File: src/hw/rtl/odo_pkg.sv
// Shared types, fixed-point constants and the arctangent table for the odometry block.
`default_nettype none

package odo_pkg;

  // Field and datapath widths.
  localparam int DELTA_W  = 4;
  localparam int STEP_W   = 16;
  localparam int GAIN_W   = 13;
  localparam int POS_W    = 32;
  localparam int ANG_W    = 19;
  localparam int Z_W      = 20;
  localparam int VEC_W    = 19;
  localparam int TRV_W    = 22;
  localparam int MUL_B_W  = 19;
  localparam int PROD_W   = 41;
  localparam int ATAN_W   = 17;
  localparam int CNT_W    = 5;
  localparam int CFG_IDX_W = 1;
  localparam int CFG_DATA_W = 16;

  localparam int ATAN_ENTRIES = 24;

  // Q16 angle constants.
  localparam logic signed [Z_W-1:0] PI_Q16      = 20'sd205887;
  localparam logic signed [Z_W-1:0] TWO_PI_Q16  = 20'sd411775;
  localparam logic signed [Z_W-1:0] HALF_PI_Q16 = 20'sd102944;

  // CORDIC start vector: the inverse gain in Q16.
  localparam logic signed [VEC_W-1:0] CORDIC_K_Q16 = 19'sd39797;

  // Half an LSB of the Q17 x Q16 product, for rounding down to Q16.16.
  localparam logic signed [PROD_W-1:0] RND_HALF = 41'sd65536;
  localparam int RND_SHIFT = 17;

  // Configuration register indexes.
  localparam logic [CFG_IDX_W-1:0] REG_STEP_DISTANCE = 1'b0;
  localparam logic [CFG_IDX_W-1:0] REG_TURN_GAIN     = 1'b1;

  typedef struct packed {
    logic                    start;
    logic signed [ANG_W-1:0] angle;
  } cordic_req_t;

  typedef struct packed {
    logic                    done;
    logic signed [VEC_W-1:0] cos_v;
    logic signed [VEC_W-1:0] sin_v;
  } cordic_res_t;

  // atan(2^-i) in Q16, rounded to nearest.
  function automatic logic [ATAN_W-1:0] atan_lut(input logic [CNT_W-1:0] idx);
    logic [ATAN_W-1:0] val;
    case (idx)
      5'd0:    val = 17'd51472;
      5'd1:    val = 17'd30386;
      5'd2:    val = 17'd16055;
      5'd3:    val = 17'd8150;
      5'd4:    val = 17'd4091;
      5'd5:    val = 17'd2047;
      5'd6:    val = 17'd1024;
      5'd7:    val = 17'd512;
      5'd8:    val = 17'd256;
      5'd9:    val = 17'd128;
      5'd10:   val = 17'd64;
      5'd11:   val = 17'd32;
      5'd12:   val = 17'd16;
      5'd13:   val = 17'd8;
      5'd14:   val = 17'd4;
      5'd15:   val = 17'd2;
      5'd16:   val = 17'd1;
      default: val = 17'd0;
    endcase
    return val;
  endfunction

endpackage

`default_nettype wire

File: src/hw/rtl/odo_cordic.sv
// Iterative rotation-mode CORDIC that gives cos and sin of a Q16 heading.
`default_nettype none

module odo_cordic #(
  parameter int ITERS = 16
) (
  input  wire                       clk,
  input  wire                       rst_n,
  input  wire odo_pkg::cordic_req_t req,
  output odo_pkg::cordic_res_t      res
);

  localparam logic [odo_pkg::CNT_W-1:0] LAST_IDX = odo_pkg::CNT_W'(ITERS - 1);

  logic signed [odo_pkg::Z_W-1:0]   z_r, z_nxt;
  logic signed [odo_pkg::VEC_W-1:0] vx_r, vx_nxt;
  logic signed [odo_pkg::VEC_W-1:0] vy_r, vy_nxt;
  logic [odo_pkg::CNT_W-1:0]        cnt_r, cnt_nxt;
  logic                             busy_r, busy_nxt;
  logic                             done_r, done_nxt;
  logic                             flip_r, flip_nxt;

  logic signed [odo_pkg::Z_W-1:0]   angle_ext;
  logic signed [odo_pkg::Z_W-1:0]   atan_val;
  logic signed [odo_pkg::VEC_W-1:0] dx;
  logic signed [odo_pkg::VEC_W-1:0] dy;

  assign angle_ext = {req.angle[odo_pkg::ANG_W-1], req.angle};
  assign atan_val  = $signed({{(odo_pkg::Z_W - odo_pkg::ATAN_W){1'b0}},
                              odo_pkg::atan_lut(cnt_r)});
  assign dx = vy_r >>> cnt_r;
  assign dy = vx_r >>> cnt_r;

  always_comb begin
    z_nxt    = z_r;
    vx_nxt   = vx_r;
    vy_nxt   = vy_r;
    cnt_nxt  = cnt_r;
    busy_nxt = busy_r;
    flip_nxt = flip_r;
    done_nxt = 1'b0;
    if (req.start) begin
      // Angles beyond a quarter turn are folded by half a turn; the result is negated.
      if (angle_ext > odo_pkg::HALF_PI_Q16) begin
        z_nxt    = angle_ext - odo_pkg::PI_Q16;
        flip_nxt = 1'b1;
      end else if (angle_ext < -odo_pkg::HALF_PI_Q16) begin
        z_nxt    = angle_ext + odo_pkg::PI_Q16;
        flip_nxt = 1'b1;
      end else begin
        z_nxt    = angle_ext;
        flip_nxt = 1'b0;
      end
      vx_nxt   = odo_pkg::CORDIC_K_Q16;
      vy_nxt   = '0;
      cnt_nxt  = '0;
      busy_nxt = 1'b1;
    end else if (busy_r) begin
      if (!z_r[odo_pkg::Z_W-1]) begin
        vx_nxt = vx_r - dx;
        vy_nxt = vy_r + dy;
        z_nxt  = z_r - atan_val;
      end else begin
        vx_nxt = vx_r + dx;
        vy_nxt = vy_r - dy;
        z_nxt  = z_r + atan_val;
      end
      cnt_nxt = cnt_r + 1'b1;
      if (cnt_r == LAST_IDX) begin
        busy_nxt = 1'b0;
        done_nxt = 1'b1;
      end
    end
  end

  always_ff @(posedge clk) begin
    if (!rst_n) begin
      busy_r <= 1'b0;
      done_r <= 1'b0;
      cnt_r  <= '0;
    end else begin
      busy_r <= busy_nxt;
      done_r <= done_nxt;
      cnt_r  <= cnt_nxt;
    end
    z_r    <= z_nxt;
    vx_r   <= vx_nxt;
    vy_r   <= vy_nxt;
    flip_r <= flip_nxt;
  end

  assign res.done  = done_r;
  assign res.cos_v = flip_r ? -vx_r : vx_r;
  assign res.sin_v = flip_r ? -vy_r : vy_r;

endmodule

`default_nettype wire

File: src/hw/rtl/odo_mul.sv
// Shared signed multiplier with a registered product.
`default_nettype none

module odo_mul (
  input  wire                                 clk,
  input  wire signed [odo_pkg::TRV_W-1:0]     a,
  input  wire signed [odo_pkg::MUL_B_W-1:0]   b,
  output logic signed [odo_pkg::PROD_W-1:0]   p_r
);

  logic signed [odo_pkg::PROD_W-1:0] p_nxt;

  assign p_nxt = odo_pkg::PROD_W'(a) * odo_pkg::PROD_W'(b);

  always_ff @(posedge clk) begin
    p_r <= p_nxt;
  end

endmodule

`default_nettype wire

File: src/hw/rtl/differential_drive_odometry.sv
// Top level of the differential-drive odometry block: sequencer, pose registers, config.
`default_nettype none

// Dead-reckoning odometry for a two-wheel robot. Each input word carries the signed
// left and right encoder count changes of one tick; the block advances x and y by the
// travel along the current heading, then turns the heading by turn_gain times the count
// difference, wrapped once into minus pi to pi. One result word (x, y in Q16.16 metres,
// heading in Q16 radians) follows every input word. The CORDIC iteration count is
// CORDIC_STEPS, capped at 24. A tick runs the iterative CORDIC, which does one rotation
// per cycle, followed by four passes through the one shared multiplier. A new word is
// taken only after the previous result has been taken. Configuration writes are accepted
// in every cycle and should be issued while the block is idle.
module differential_drive_odometry #(
  parameter int CORDIC_STEPS = 16
) (
  input  wire                                   clk,
  input  wire                                   rst_n,
  input  wire                                   in_valid,
  output logic                                  in_ready,
  input  wire signed [odo_pkg::DELTA_W-1:0]     in_left_delta,
  input  wire signed [odo_pkg::DELTA_W-1:0]     in_right_delta,
  output logic                                  out_valid,
  input  wire                                   out_ready,
  output logic signed [odo_pkg::POS_W-1:0]      out_pos_x,
  output logic signed [odo_pkg::POS_W-1:0]      out_pos_y,
  output logic signed [odo_pkg::ANG_W-1:0]      out_heading,
  input  wire                                   cfg_valid,
  output logic                                  cfg_ready,
  input  wire [odo_pkg::CFG_IDX_W-1:0]          cfg_index,
  input  wire [odo_pkg::CFG_DATA_W-1:0]         cfg_data
);

  localparam int ITERS = (CORDIC_STEPS > odo_pkg::ATAN_ENTRIES) ?
                         odo_pkg::ATAN_ENTRIES : CORDIC_STEPS;

  typedef enum logic [7:0] {
    ST_IDLE = 8'b0000_0001,
    ST_CORD = 8'b0000_0010,
    ST_MTRV = 8'b0000_0100,
    ST_MX   = 8'b0000_1000,
    ST_AX   = 8'b0001_0000,
    ST_AY   = 8'b0010_0000,
    ST_ATH  = 8'b0100_0000,
    ST_OUT  = 8'b1000_0000
  } state_t;

  state_t state_r, state_nxt;

  logic signed [odo_pkg::DELTA_W-1:0] dl_r, dl_nxt;
  logic signed [odo_pkg::DELTA_W-1:0] dr_r, dr_nxt;
  logic [odo_pkg::STEP_W-1:0]         step_r, step_nxt;
  logic [odo_pkg::GAIN_W-1:0]         gain_r, gain_nxt;
  logic signed [odo_pkg::TRV_W-1:0]   travel_r, travel_nxt;
  logic signed [odo_pkg::POS_W-1:0]   x_acc_r, x_acc_nxt;
  logic signed [odo_pkg::POS_W-1:0]   y_acc_r, y_acc_nxt;
  logic signed [odo_pkg::ANG_W-1:0]   ang_r, ang_nxt;

  odo_pkg::cordic_req_t cord_req;
  odo_pkg::cordic_res_t cord_res;

  logic signed [odo_pkg::TRV_W-1:0]   mul_a;
  logic signed [odo_pkg::MUL_B_W-1:0] mul_b;
  logic signed [odo_pkg::PROD_W-1:0]  mul_p;

  logic signed [odo_pkg::DELTA_W:0]   sum_d;
  logic signed [odo_pkg::DELTA_W:0]   diff_d;
  logic signed [odo_pkg::PROD_W-1:0]  rnd;
  logic signed [odo_pkg::PROD_W-1:0]  rnd_sh;
  logic signed [odo_pkg::POS_W-1:0]   pos_sel;
  logic signed [odo_pkg::POS_W:0]     pos_sum;
  logic signed [odo_pkg::POS_W-1:0]   pos_sat;
  logic signed [odo_pkg::Z_W-1:0]     th;
  logic signed [odo_pkg::Z_W-1:0]     th_wrap;
  logic                               in_acc;

  assign in_ready  = (state_r == ST_IDLE);
  assign out_valid = (state_r == ST_OUT);
  assign cfg_ready = 1'b1;
  assign in_acc    = in_valid && in_ready;

  assign out_pos_x   = x_acc_r;
  assign out_pos_y   = y_acc_r;
  assign out_heading = ang_r;

  assign sum_d  = {dl_r[odo_pkg::DELTA_W-1], dl_r} + {dr_r[odo_pkg::DELTA_W-1], dr_r};
  assign diff_d = {dl_r[odo_pkg::DELTA_W-1], dl_r} - {dr_r[odo_pkg::DELTA_W-1], dr_r};

  assign cord_req.start = in_acc;
  assign cord_req.angle = ang_r;

  odo_cordic #(
    .ITERS (ITERS)
  ) u_cordic (
    .clk   (clk),
    .rst_n (rst_n),
    .req   (cord_req),
    .res   (cord_res)
  );

  // Multiplier operands per step: travel, travel * cos, travel * sin, heading turn.
  always_comb begin
    case (state_r)
      ST_MTRV: begin
        mul_a = $signed({{(odo_pkg::TRV_W - odo_pkg::STEP_W){1'b0}}, step_r});
        mul_b = {{(odo_pkg::MUL_B_W - odo_pkg::DELTA_W - 1){sum_d[odo_pkg::DELTA_W]}},
                 sum_d};
      end
      ST_MX: begin
        mul_a = mul_p[odo_pkg::TRV_W-1:0];
        mul_b = cord_res.cos_v;
      end
      ST_AX: begin
        mul_a = travel_r;
        mul_b = cord_res.sin_v;
      end
      ST_AY: begin
        mul_a = $signed({{(odo_pkg::TRV_W - odo_pkg::GAIN_W){1'b0}}, gain_r});
        mul_b = {{(odo_pkg::MUL_B_W - odo_pkg::DELTA_W - 1){diff_d[odo_pkg::DELTA_W]}},
                 diff_d};
      end
      default: begin
        mul_a = travel_r;
        mul_b = cord_res.cos_v;
      end
    endcase
  end

  odo_mul u_mul (
    .clk (clk),
    .a   (mul_a),
    .b   (mul_b),
    .p_r (mul_p)
  );

  // Position step: round the Q33 product to Q16.16, add and saturate.
  assign rnd     = mul_p + odo_pkg::RND_HALF;
  assign rnd_sh  = rnd >>> odo_pkg::RND_SHIFT;
  assign pos_sel = (state_r == ST_AX) ? x_acc_r : y_acc_r;
  assign pos_sum = {pos_sel[odo_pkg::POS_W-1], pos_sel} + rnd_sh[odo_pkg::POS_W:0];

  always_comb begin
    if (pos_sum[odo_pkg::POS_W] != pos_sum[odo_pkg::POS_W-1]) begin
      pos_sat = pos_sum[odo_pkg::POS_W] ? {1'b1, {(odo_pkg::POS_W-1){1'b0}}}
                                        : {1'b0, {(odo_pkg::POS_W-1){1'b1}}};
    end else begin
      pos_sat = pos_sum[odo_pkg::POS_W-1:0];
    end
  end

  // Heading step with a single wrap; exactly plus or minus pi stays as it is.
  assign th = {ang_r[odo_pkg::ANG_W-1], ang_r} + mul_p[odo_pkg::Z_W-1:0];

  always_comb begin
    if (th > odo_pkg::PI_Q16) begin
      th_wrap = th - odo_pkg::TWO_PI_Q16;
    end else if (th < -odo_pkg::PI_Q16) begin
      th_wrap = th + odo_pkg::TWO_PI_Q16;
    end else begin
      th_wrap = th;
    end
  end

  always_comb begin
    state_nxt  = state_r;
    dl_nxt     = dl_r;
    dr_nxt     = dr_r;
    travel_nxt = travel_r;
    x_acc_nxt  = x_acc_r;
    y_acc_nxt  = y_acc_r;
    ang_nxt    = ang_r;
    case (state_r)
      ST_IDLE: begin
        if (in_valid) begin
          dl_nxt    = in_left_delta;
          dr_nxt    = in_right_delta;
          state_nxt = ST_CORD;
        end
      end
      ST_CORD: begin
        if (cord_res.done) begin
          state_nxt = ST_MTRV;
        end
      end
      ST_MTRV: begin
        state_nxt = ST_MX;
      end
      ST_MX: begin
        travel_nxt = mul_p[odo_pkg::TRV_W-1:0];
        state_nxt  = ST_AX;
      end
      ST_AX: begin
        x_acc_nxt = pos_sat;
        state_nxt = ST_AY;
      end
      ST_AY: begin
        y_acc_nxt = pos_sat;
        state_nxt = ST_ATH;
      end
      ST_ATH: begin
        ang_nxt   = th_wrap[odo_pkg::ANG_W-1:0];
        state_nxt = ST_OUT;
      end
      ST_OUT: begin
        if (out_ready) begin
          state_nxt = ST_IDLE;
        end
      end
      default: begin
        state_nxt = ST_IDLE;
      end
    endcase
  end

  always_comb begin
    step_nxt = step_r;
    gain_nxt = gain_r;
    if (cfg_valid) begin
      case (cfg_index)
        odo_pkg::REG_STEP_DISTANCE: step_nxt = cfg_data;
        odo_pkg::REG_TURN_GAIN:     gain_nxt = cfg_data[odo_pkg::GAIN_W-1:0];
        default: ;
      endcase
    end
  end

  always_ff @(posedge clk) begin
    if (!rst_n) begin
      state_r <= ST_IDLE;
      step_r  <= '0;
      gain_r  <= '0;
      x_acc_r <= '0;
      y_acc_r <= '0;
      ang_r   <= '0;
    end else begin
      state_r <= state_nxt;
      step_r  <= step_nxt;
      gain_r  <= gain_nxt;
      x_acc_r <= x_acc_nxt;
      y_acc_r <= y_acc_nxt;
      ang_r   <= ang_nxt;
    end
    dl_r     <= dl_nxt;
    dr_r     <= dr_nxt;
    travel_r <= travel_nxt;
  end

  a_ready_xor_valid: assert property (@(posedge clk) disable iff (!rst_n)
    !(in_ready && out_valid))
    else $error("input ready while a result word is pending");

  a_accept_starts_cordic: assert property (@(posedge clk) disable iff (!rst_n)
    in_acc |=> (state_r == ST_CORD))
    else $error("accepted word did not start the CORDIC");

  a_done_in_cord: assert property (@(posedge clk) disable iff (!rst_n)
    cord_res.done |-> (state_r == ST_CORD))
    else $error("CORDIC finished outside its wait state");

  a_heading_range: assert property (@(posedge clk) disable iff (!rst_n)
    out_valid |-> ((out_heading <= odo_pkg::PI_Q16) && (out_heading >= -odo_pkg::PI_Q16)))
    else $error("heading left the minus pi to pi range");

endmodule

`default_nettype wire
File: config.mk
export PLATFORM = sky130hd
export DESIGN_NAME = differential_drive_odometry
export DESIGN_NICKNAME = d
export VERILOG_FILES = /design/src/hw/rtl/odo_pkg.sv /design/src/hw/rtl/odo_cordic.sv /design/src/hw/rtl/odo_mul.sv /design/src/hw/rtl/differential_drive_odometry.sv
export SDC_FILE = /design/constraint.sdc
export NUM_CORES = 2
export LEC_CHECK = 0
export BUFFER_PORTS_ARGS = -buffer_cell sky130_fd_sc_hd__buf_2
export CORE_MARGIN = 4
export CORE_UTILIZATION = 50
export DETAILED_ROUTE_END_ITERATION = 8
export PLACE_DENSITY = 0.74
export SYNTH_ARGS = -nofsm -noshare
export SYNTH_HDL_FRONTEND = slang
export SYNTH_SLANG_ARGS = --single-unit
File: constraint.sdc
create_clock -name clk -period 11 [get_ports clk]
set_input_delay 2.2 -clock clk [delete_from_list [all_inputs] [get_ports clk]]
set_output_delay 2.2 -clock clk [all_outputs]
set_load 0.05 [all_outputs]
* Word-level counts from Yosys, hierarchy flattened
Memory sizes are Yosys's and may differ from the RTL's. A register that Yosys moved wholly into a read port is not among the register bits.
Cells that the tools add are included.
** Word-level totals
- Memories kept :: 1
- Logic and storage cells :: 94
- Output and inout port bits :: 86
- Bits in latches :: 0
- Input port bits :: 30
- Bits in read-only memories :: 512
- Register bits after elaboration :: 257
- Memory bits (writable) :: 0
** Operators by class
- Reductions and logical operators :: 8
- Muxes and demuxes :: 27
- Bitwise gates (word level) :: 3
- Divide/modulo/power cells :: 0
- Add/subtract/negate cells :: 18
- $lt $le $gt $ge :: 4
- Multiply operators :: 1
- Eq/ne operators :: 13
- Shift-type cells :: 2
** Memory list
- (name not given) :: words 32, width 16, rd ports 1, clocked after Yosys merged registers in 1, wr ports 0, line odo_pkg.sv:54 : case (idx)
** Operators by type and width (number)
- 19-bit 2-to-1 mux :: 6
- 20-bit 2-to-1 mux :: 5
- 32-bit 2-to-1 mux :: 3
- 22-bit case mux with 3 select lines :: 1
- 8-bit case mux with 8 select lines :: 1
- 19-bit case mux with 3 select lines :: 1
- 41-bit by 18-bit adder with 41-bit output (second input constant) :: 1
- 22-bit by 19-bit multiplier with 41-bit output :: 1
- 19-bit adder :: 2
- 19-bit negation :: 2
- 19-bit by 5-bit >>> shifter with 19-bit output :: 2
- 19-bit subtractor :: 2
- 32-bit by 24-bit adder with 33-bit output :: 1
- 8-bit 2-to-1 mux :: 3
- 19-bit by 19-bit adder with 20-bit output (second input constant) :: 1
- 20-bit by 18-bit adder with 20-bit output :: 1
- 20-bit adder :: 1
- 20-bit by 19-bit greater-than comparator with 1-bit output (second input constant) :: 1
- 20-bit by 19-bit < comparator with 1-bit output (second input constant) :: 1
- 19-bit by 19-bit subtractor with 20-bit output (second input constant) :: 1
- 20-bit by 18-bit subtractor with 20-bit output :: 1
- 19-bit by 18-bit adder with 19-bit output (second input constant) :: 1
- 19-bit by 18-bit greater-than comparator with 1-bit output (second input constant) :: 1
- 19-bit by 18-bit < comparator with 1-bit output (second input constant) :: 1
- 25 further kinds :: 35

* Depth between registers and ports, before layout
- Depth after elaboration :: 5
- Mapped depth :: 37
- Mapped depth without buffers :: 36

* Hierarchy
A second synthesis with hierarchy kept.
** Second synthesis, totals
- Cell total of the unflattened synthesis :: 4390
- Area, all modules :: 37287.0 um^2
** Modules (own cells, without submodules)
- odo_mul :: seq. area each 820.8 um^2, cells each 1724, instances 1, area each 16089.2 um^2
- differential_drive_odometry :: seq. area each 3303.2 um^2, cells each 1364, instances 1, area each 10645.2 um^2
- odo_cordic :: seq. area each 1851.8 um^2, cells each 1302, instances 1, area each 10552.6 um^2

* Worst setup path after synthesis
No wires, ideal clock.
- Kind :: register -> register
- Start point :: reg state_r[4]
- End point :: reg u_mul.p_r[40] in the netlist's numbering
- Clock period less this slack :: 9.161 ns
- Data required time :: 10.872 ns
- Arrival time :: 9.034 ns
- Stages on the path, launching flop included :: 27
- Setup slack :: 1.839 ns
- Setup time :: 0.128 ns
- Buffers on the path :: 3
- Cells stage by stage :: dfxtp_1 > clkbuf_1 > nor4_1 > nand2_1 > nor3b_1 > clkbuf_1 > clkbuf_1 > a22oi_1 > a21oi_1 > fa_1 > fa_1 > fa_1 > inv_1 > fa_1 > inv_1 > fa_1 > fa_1 > ha_1 > ha_1 > nand2_1 > or4_1 > a31o_2 > nand3_1 > a31oi_1 > a21oi_1 > mux2i_1 > nand4_1
** On the way
- Longest elaborated chain between the ends :: 3
- Elaborated cells on any way between the ends :: 7
- Classes of those cells :: 1 x mul; 4 x eq/ne; 2 x mux
** Ends and longest elaborated chain
- from (decl) :: line differential_drive_odometry.sv:47 : state_t state_r, state_nxt;
- from (signal assigned) :: line differential_drive_odometry.sv:235 : state_r <= state_nxt;
- 8-bit by 6-bit == test with 1-bit output (tied with other cells) :: line differential_drive_odometry.sv:102 : case (state_r)
- 22-bit case mux with 3 select lines / 19-bit case mux with 3 select lines (equally long branches) :: line differential_drive_odometry.sv:102
- 22-bit by 19-bit multiplier with 41-bit output (*) :: line odo_mul.sv:13 : assign p_nxt = odo_pkg::PROD_W'(a) * odo_pkg::PROD_W'(b);
- via u_mul.p_nxt, one bit :: line odo_mul.sv:11 : logic signed [odo_pkg::PROD_W-1:0] p_nxt;
- to (signal assigned) :: line odo_mul.sv:16 : p_r <= p_nxt;
- to (decl) :: line odo_mul.sv:8 : output logic signed [odo_pkg::PROD_W-1:0] p_r
Mark *: on every way through the listed nets, which the timed path passes. The rest lies on a longest branch.
A chain may end at the register's enable or synchronous reset.

* Worst setup path after layout
Same ends and word-level chain as after synthesis.

==> flow_metrics.env <==
export IMPL_run_status="finished clean"
export IMPL_startpoint_type="flip-flop"
export IMPL_worst_pin_slew_ns=1.37
export IMPL_synthFlopType="dfxtp_1"
export IMPL_slew_viol_final=0
export IMPL_routed_wl_um=109000
export IMPL_grt_pass1_wl_um=173000
export IMPL_rsz0062_at_grt="no"
export IMPL_numCtsBuffers=34
export IMPL_nets=5126
export IMPL_slowest_stage="a221oi_1"
export IMPL_drive_gt1_frac=0.0765
export IMPL_finClkSkew_ns=0.0225
export IMPL_synth_top_area_frac=0.233
export IMPL_clock_sinks=273
export IMPL_clk_pin_slew_ns=0.06
export IMPL_maxSlewHeadroom=0.0892
export IMPL_fp_dieW_um=279
export IMPL_dr_total_vias=32200
export IMPL_synth_compound_area_share=0.152
export IMPL_avgSynthCellArea_sq_um=8.29
export IMPL_drt_initial_drc_count=3135
export IMPL_synth_common_cells="nand2_1 (652), inv_1 (537), fa_1 (427)"
export IMPL_syn_inst=4430
export IMPL_root_buffer="clkbuf_16"
export IMPL_clk_latency_ns=0.55
export IMPL_synth_top_cell_by_area="fa_1"
export IMPL_wire_per_inst_um=20.2
export IMPL_startpoint="state_r[4]"
export IMPL_route_detailed_drc=0
export IMPL_ys_types=89
export IMPL_grt_max_degree=61
export IMPL_htree_levels=2
export IMPL_numPortBuffers=114
export IMPL_coreArea_sq_um=72800
export IMPL_finalSetupViolCount=0
export IMPL_antenna_found_initial=14
export IMPL_fp_row_count=99
export IMPL_setup_worst_path_class="reg2reg"
export IMPL_synth_fp_nets=5138
export IMPL_grt_overflow_total=0
export IMPL_path_max_fanout=40
export IMPL_finalHoldViolations=0
export IMPL_slowest_delay_ns=1.13
export IMPL_multi_input_area_sq_um=27900
export IMPL_cts_setup_buffers=0
export IMPL_start_util=0.504
export IMPL_reg2reg_from="state_r[4]"
export IMPL_dieArea_sq_um=77800
export IMPL_synth_top_family_by_area="adder cells"
export IMPL_cp_required_ns=11.41
export IMPL_synth_seq_area_share=0.163
export IMPL_syn2layout_area_growth_pct=7.02
export IMPL_min_delay_start="step_r[4]"
export IMPL_cts_hold_buf=0
export IMPL_place_congestion=1.05
export IMPL_grt_pass1_vias=31800
export IMPL_synth_xor_area_frac=0.0585
export IMPL_regArea_sq_um=5980
export IMPL_synthAdderAreaFrac=0.320
export IMPL_ys_async_sr_fraction=0
export IMPL_ctsResizeCount=0
export IMPL_utilization=0.539
export IMPL_synth_edf_count=51
export IMPL_ys_ff_latch=273
export IMPL_cap_violations=0
export IMPL_synthTopCellsByArea="fa_1 (23%), dfxtp_1 (12%), ha_1 (8.6%)"
export IMPL_clock_path_buffers=3
export IMPL_cts_tree="built"
export IMPL_critPathCaptureType="flip-flop"
export IMPL_fmax_mhz=103
export IMPL_yosys_cell_count_top_type="nand2_1"
export IMPL_cp_arrival_ns=10.10
export IMPL_synthSimpleGateAreaFrac=0.181
export IMPL_hold_path_class="reg2reg"
export IMPL_cpMostUsedCell="fa_1"
export IMPL_dr_pass1_iters=6
export IMPL_fin_crit_sh=0.881
export IMPL_antenna_left=0
export IMPL_synth_area_mux_share=0.0473
export IMPL_vias_per_cell=5.96
export IMPL_hpwl_um=85000
export IMPL_boundaryPins=116
export IMPL_fillers=6726
export IMPL_synth_warnings=0
export IMPL_fin_setup_tns_ns=0
export IMPL_die_h_um=279
export IMPL_grtUsageTotal=0.277
export IMPL_timing_final_crit_period_ns=9.69
export IMPL_synth_area_sq_um=36700
[cell families (layout without fill, tap and decap cells)]
family / count (synthesis) / count (layout)
AND/OR/NAND/NOR: 1495 / 1495
XOR/XNOR: 245 / 245
other: 1 / 5
AO/OA/AOI/OAI: 856 / 856
adder cells (fa/ha/maj): 682 / 682
buffers and inverters: 759 / 773
multiplexers: 119 / 119
flip-flops: 273 / 273
[path summary, 6_finish.rpt]
kind                                       to  depth (start not counted)  slack, ns
worst max register to register  u_mul.p_r[40]                         31       1.31
worst min-delay path                step_r[4]                          2       0.46
worst min register to register      step_r[4]                          2       0.46
worst max-delay path            u_mul.p_r[40]                         31       1.31
[registers in the layout, indices dropped and copies added (netlist names)]
register / cells
gain_r: 13
u_cordic.done_r: 1
u_cordic.flip_r: 1
state_r: 8
u_mul.p_r: 41
u_cordic.vy_r: 19
out_pos_x: 32
u_cordic.atan_val: 16
u_cordic.z_r: 20
dl_r: 4
out_heading: 19
dr_r: 4
u_cordic.cnt_r: 5
travel_r: 22
out_pos_y: 32
u_cordic.vx_r: 19
u_cordic.busy_r: 1
step_r: 16
[layer usage]
| metal | wire length [um] | vias to the layer above | part of all wire | track usage |
|---|---|---|---|---|
| met5 | 81 | - | 0.00074 | 0 |
| li1 | - | 14900 | - | - |
| met3 | 10800 | 330 | 0.098 | 0.0638 |
| met4 | 5160 | 14 | 0.047 | 0.110 |
| met2 | 48600 | 1537 | 0.45 | 0.445 |
| met1 | 44600 | 15500 | 0.41 | 0.364 |
[layout by cell type, fill, tap and decap left out, drive strengths merged, types with 30 or more instances in the layout]
| cell type | netlist | final |
|---|---|---|
| a21o | 63 | 63 |
| a21oi | 239 | 239 |
| a31oi | 40 | 40 |
| and2 | 48 | 48 |
| and3 | 39 | 39 |
| buf | 30 | 170 |
| clkbuf | 187 | 39 |
| dfxtp | 222 | 222 |
| edfxtp | 51 | 51 |
| fa | 427 | 427 |
| ha | 251 | 251 |
| inv | 538 | 548 |
| mux2i | 58 | 58 |
| mux4 | 39 | 39 |
| nand2 | 652 | 652 |
| nand2b | 30 | 30 |
| nand3 | 96 | 96 |
| nor2 | 388 | 388 |
| nor3 | 74 | 74 |
| o211ai | 31 | 31 |
| o21ai | 173 | 173 |
| xnor2 | 156 | 156 |
| xor2 | 89 | 89 |
[layout make-up]
cell class | count | area share
Antenna cell | 4 | 0.000255
Clock buffer | 39 | 0.0234
Clock inverter | 23 | 0.00656
Inverter | 541 | 0.0517
Multi-Input combinational cell | 3398 | 0.710
Sequential cell | 273 | 0.152
Tap cell | 959 | 0.0305
Timing Repair Buffer | 170 | 0.0252
[through the flow]
step	hold WS (ns)	cells	cell area [sq um]	worst slack [ns]
floorplan	0.426	4430	36700	1.84
global placement	0.443	5340	38100	1.66
detailed placement	0.450	5340	38100	1.43
CTS	0.458	5402	39300	1.38
global route	0.476	5405	39300	0.678
finish	0.457	5407	39300	1.31
[critical path, delay by kind of cell (launching register included)]
kind | cells | cell delay [ns]
fa+ha+maj | 8 | 3.97
compound gates | 6 | 2.06
simple gates | 9 | 2.23
mux | 1 | 0.22
buf+inv | 7 | 0.64
flops | 1 | 0.38
Power is not shown: default switching activity piles up to over one toggle a cycle in this logic, so the estimate is an artifact.
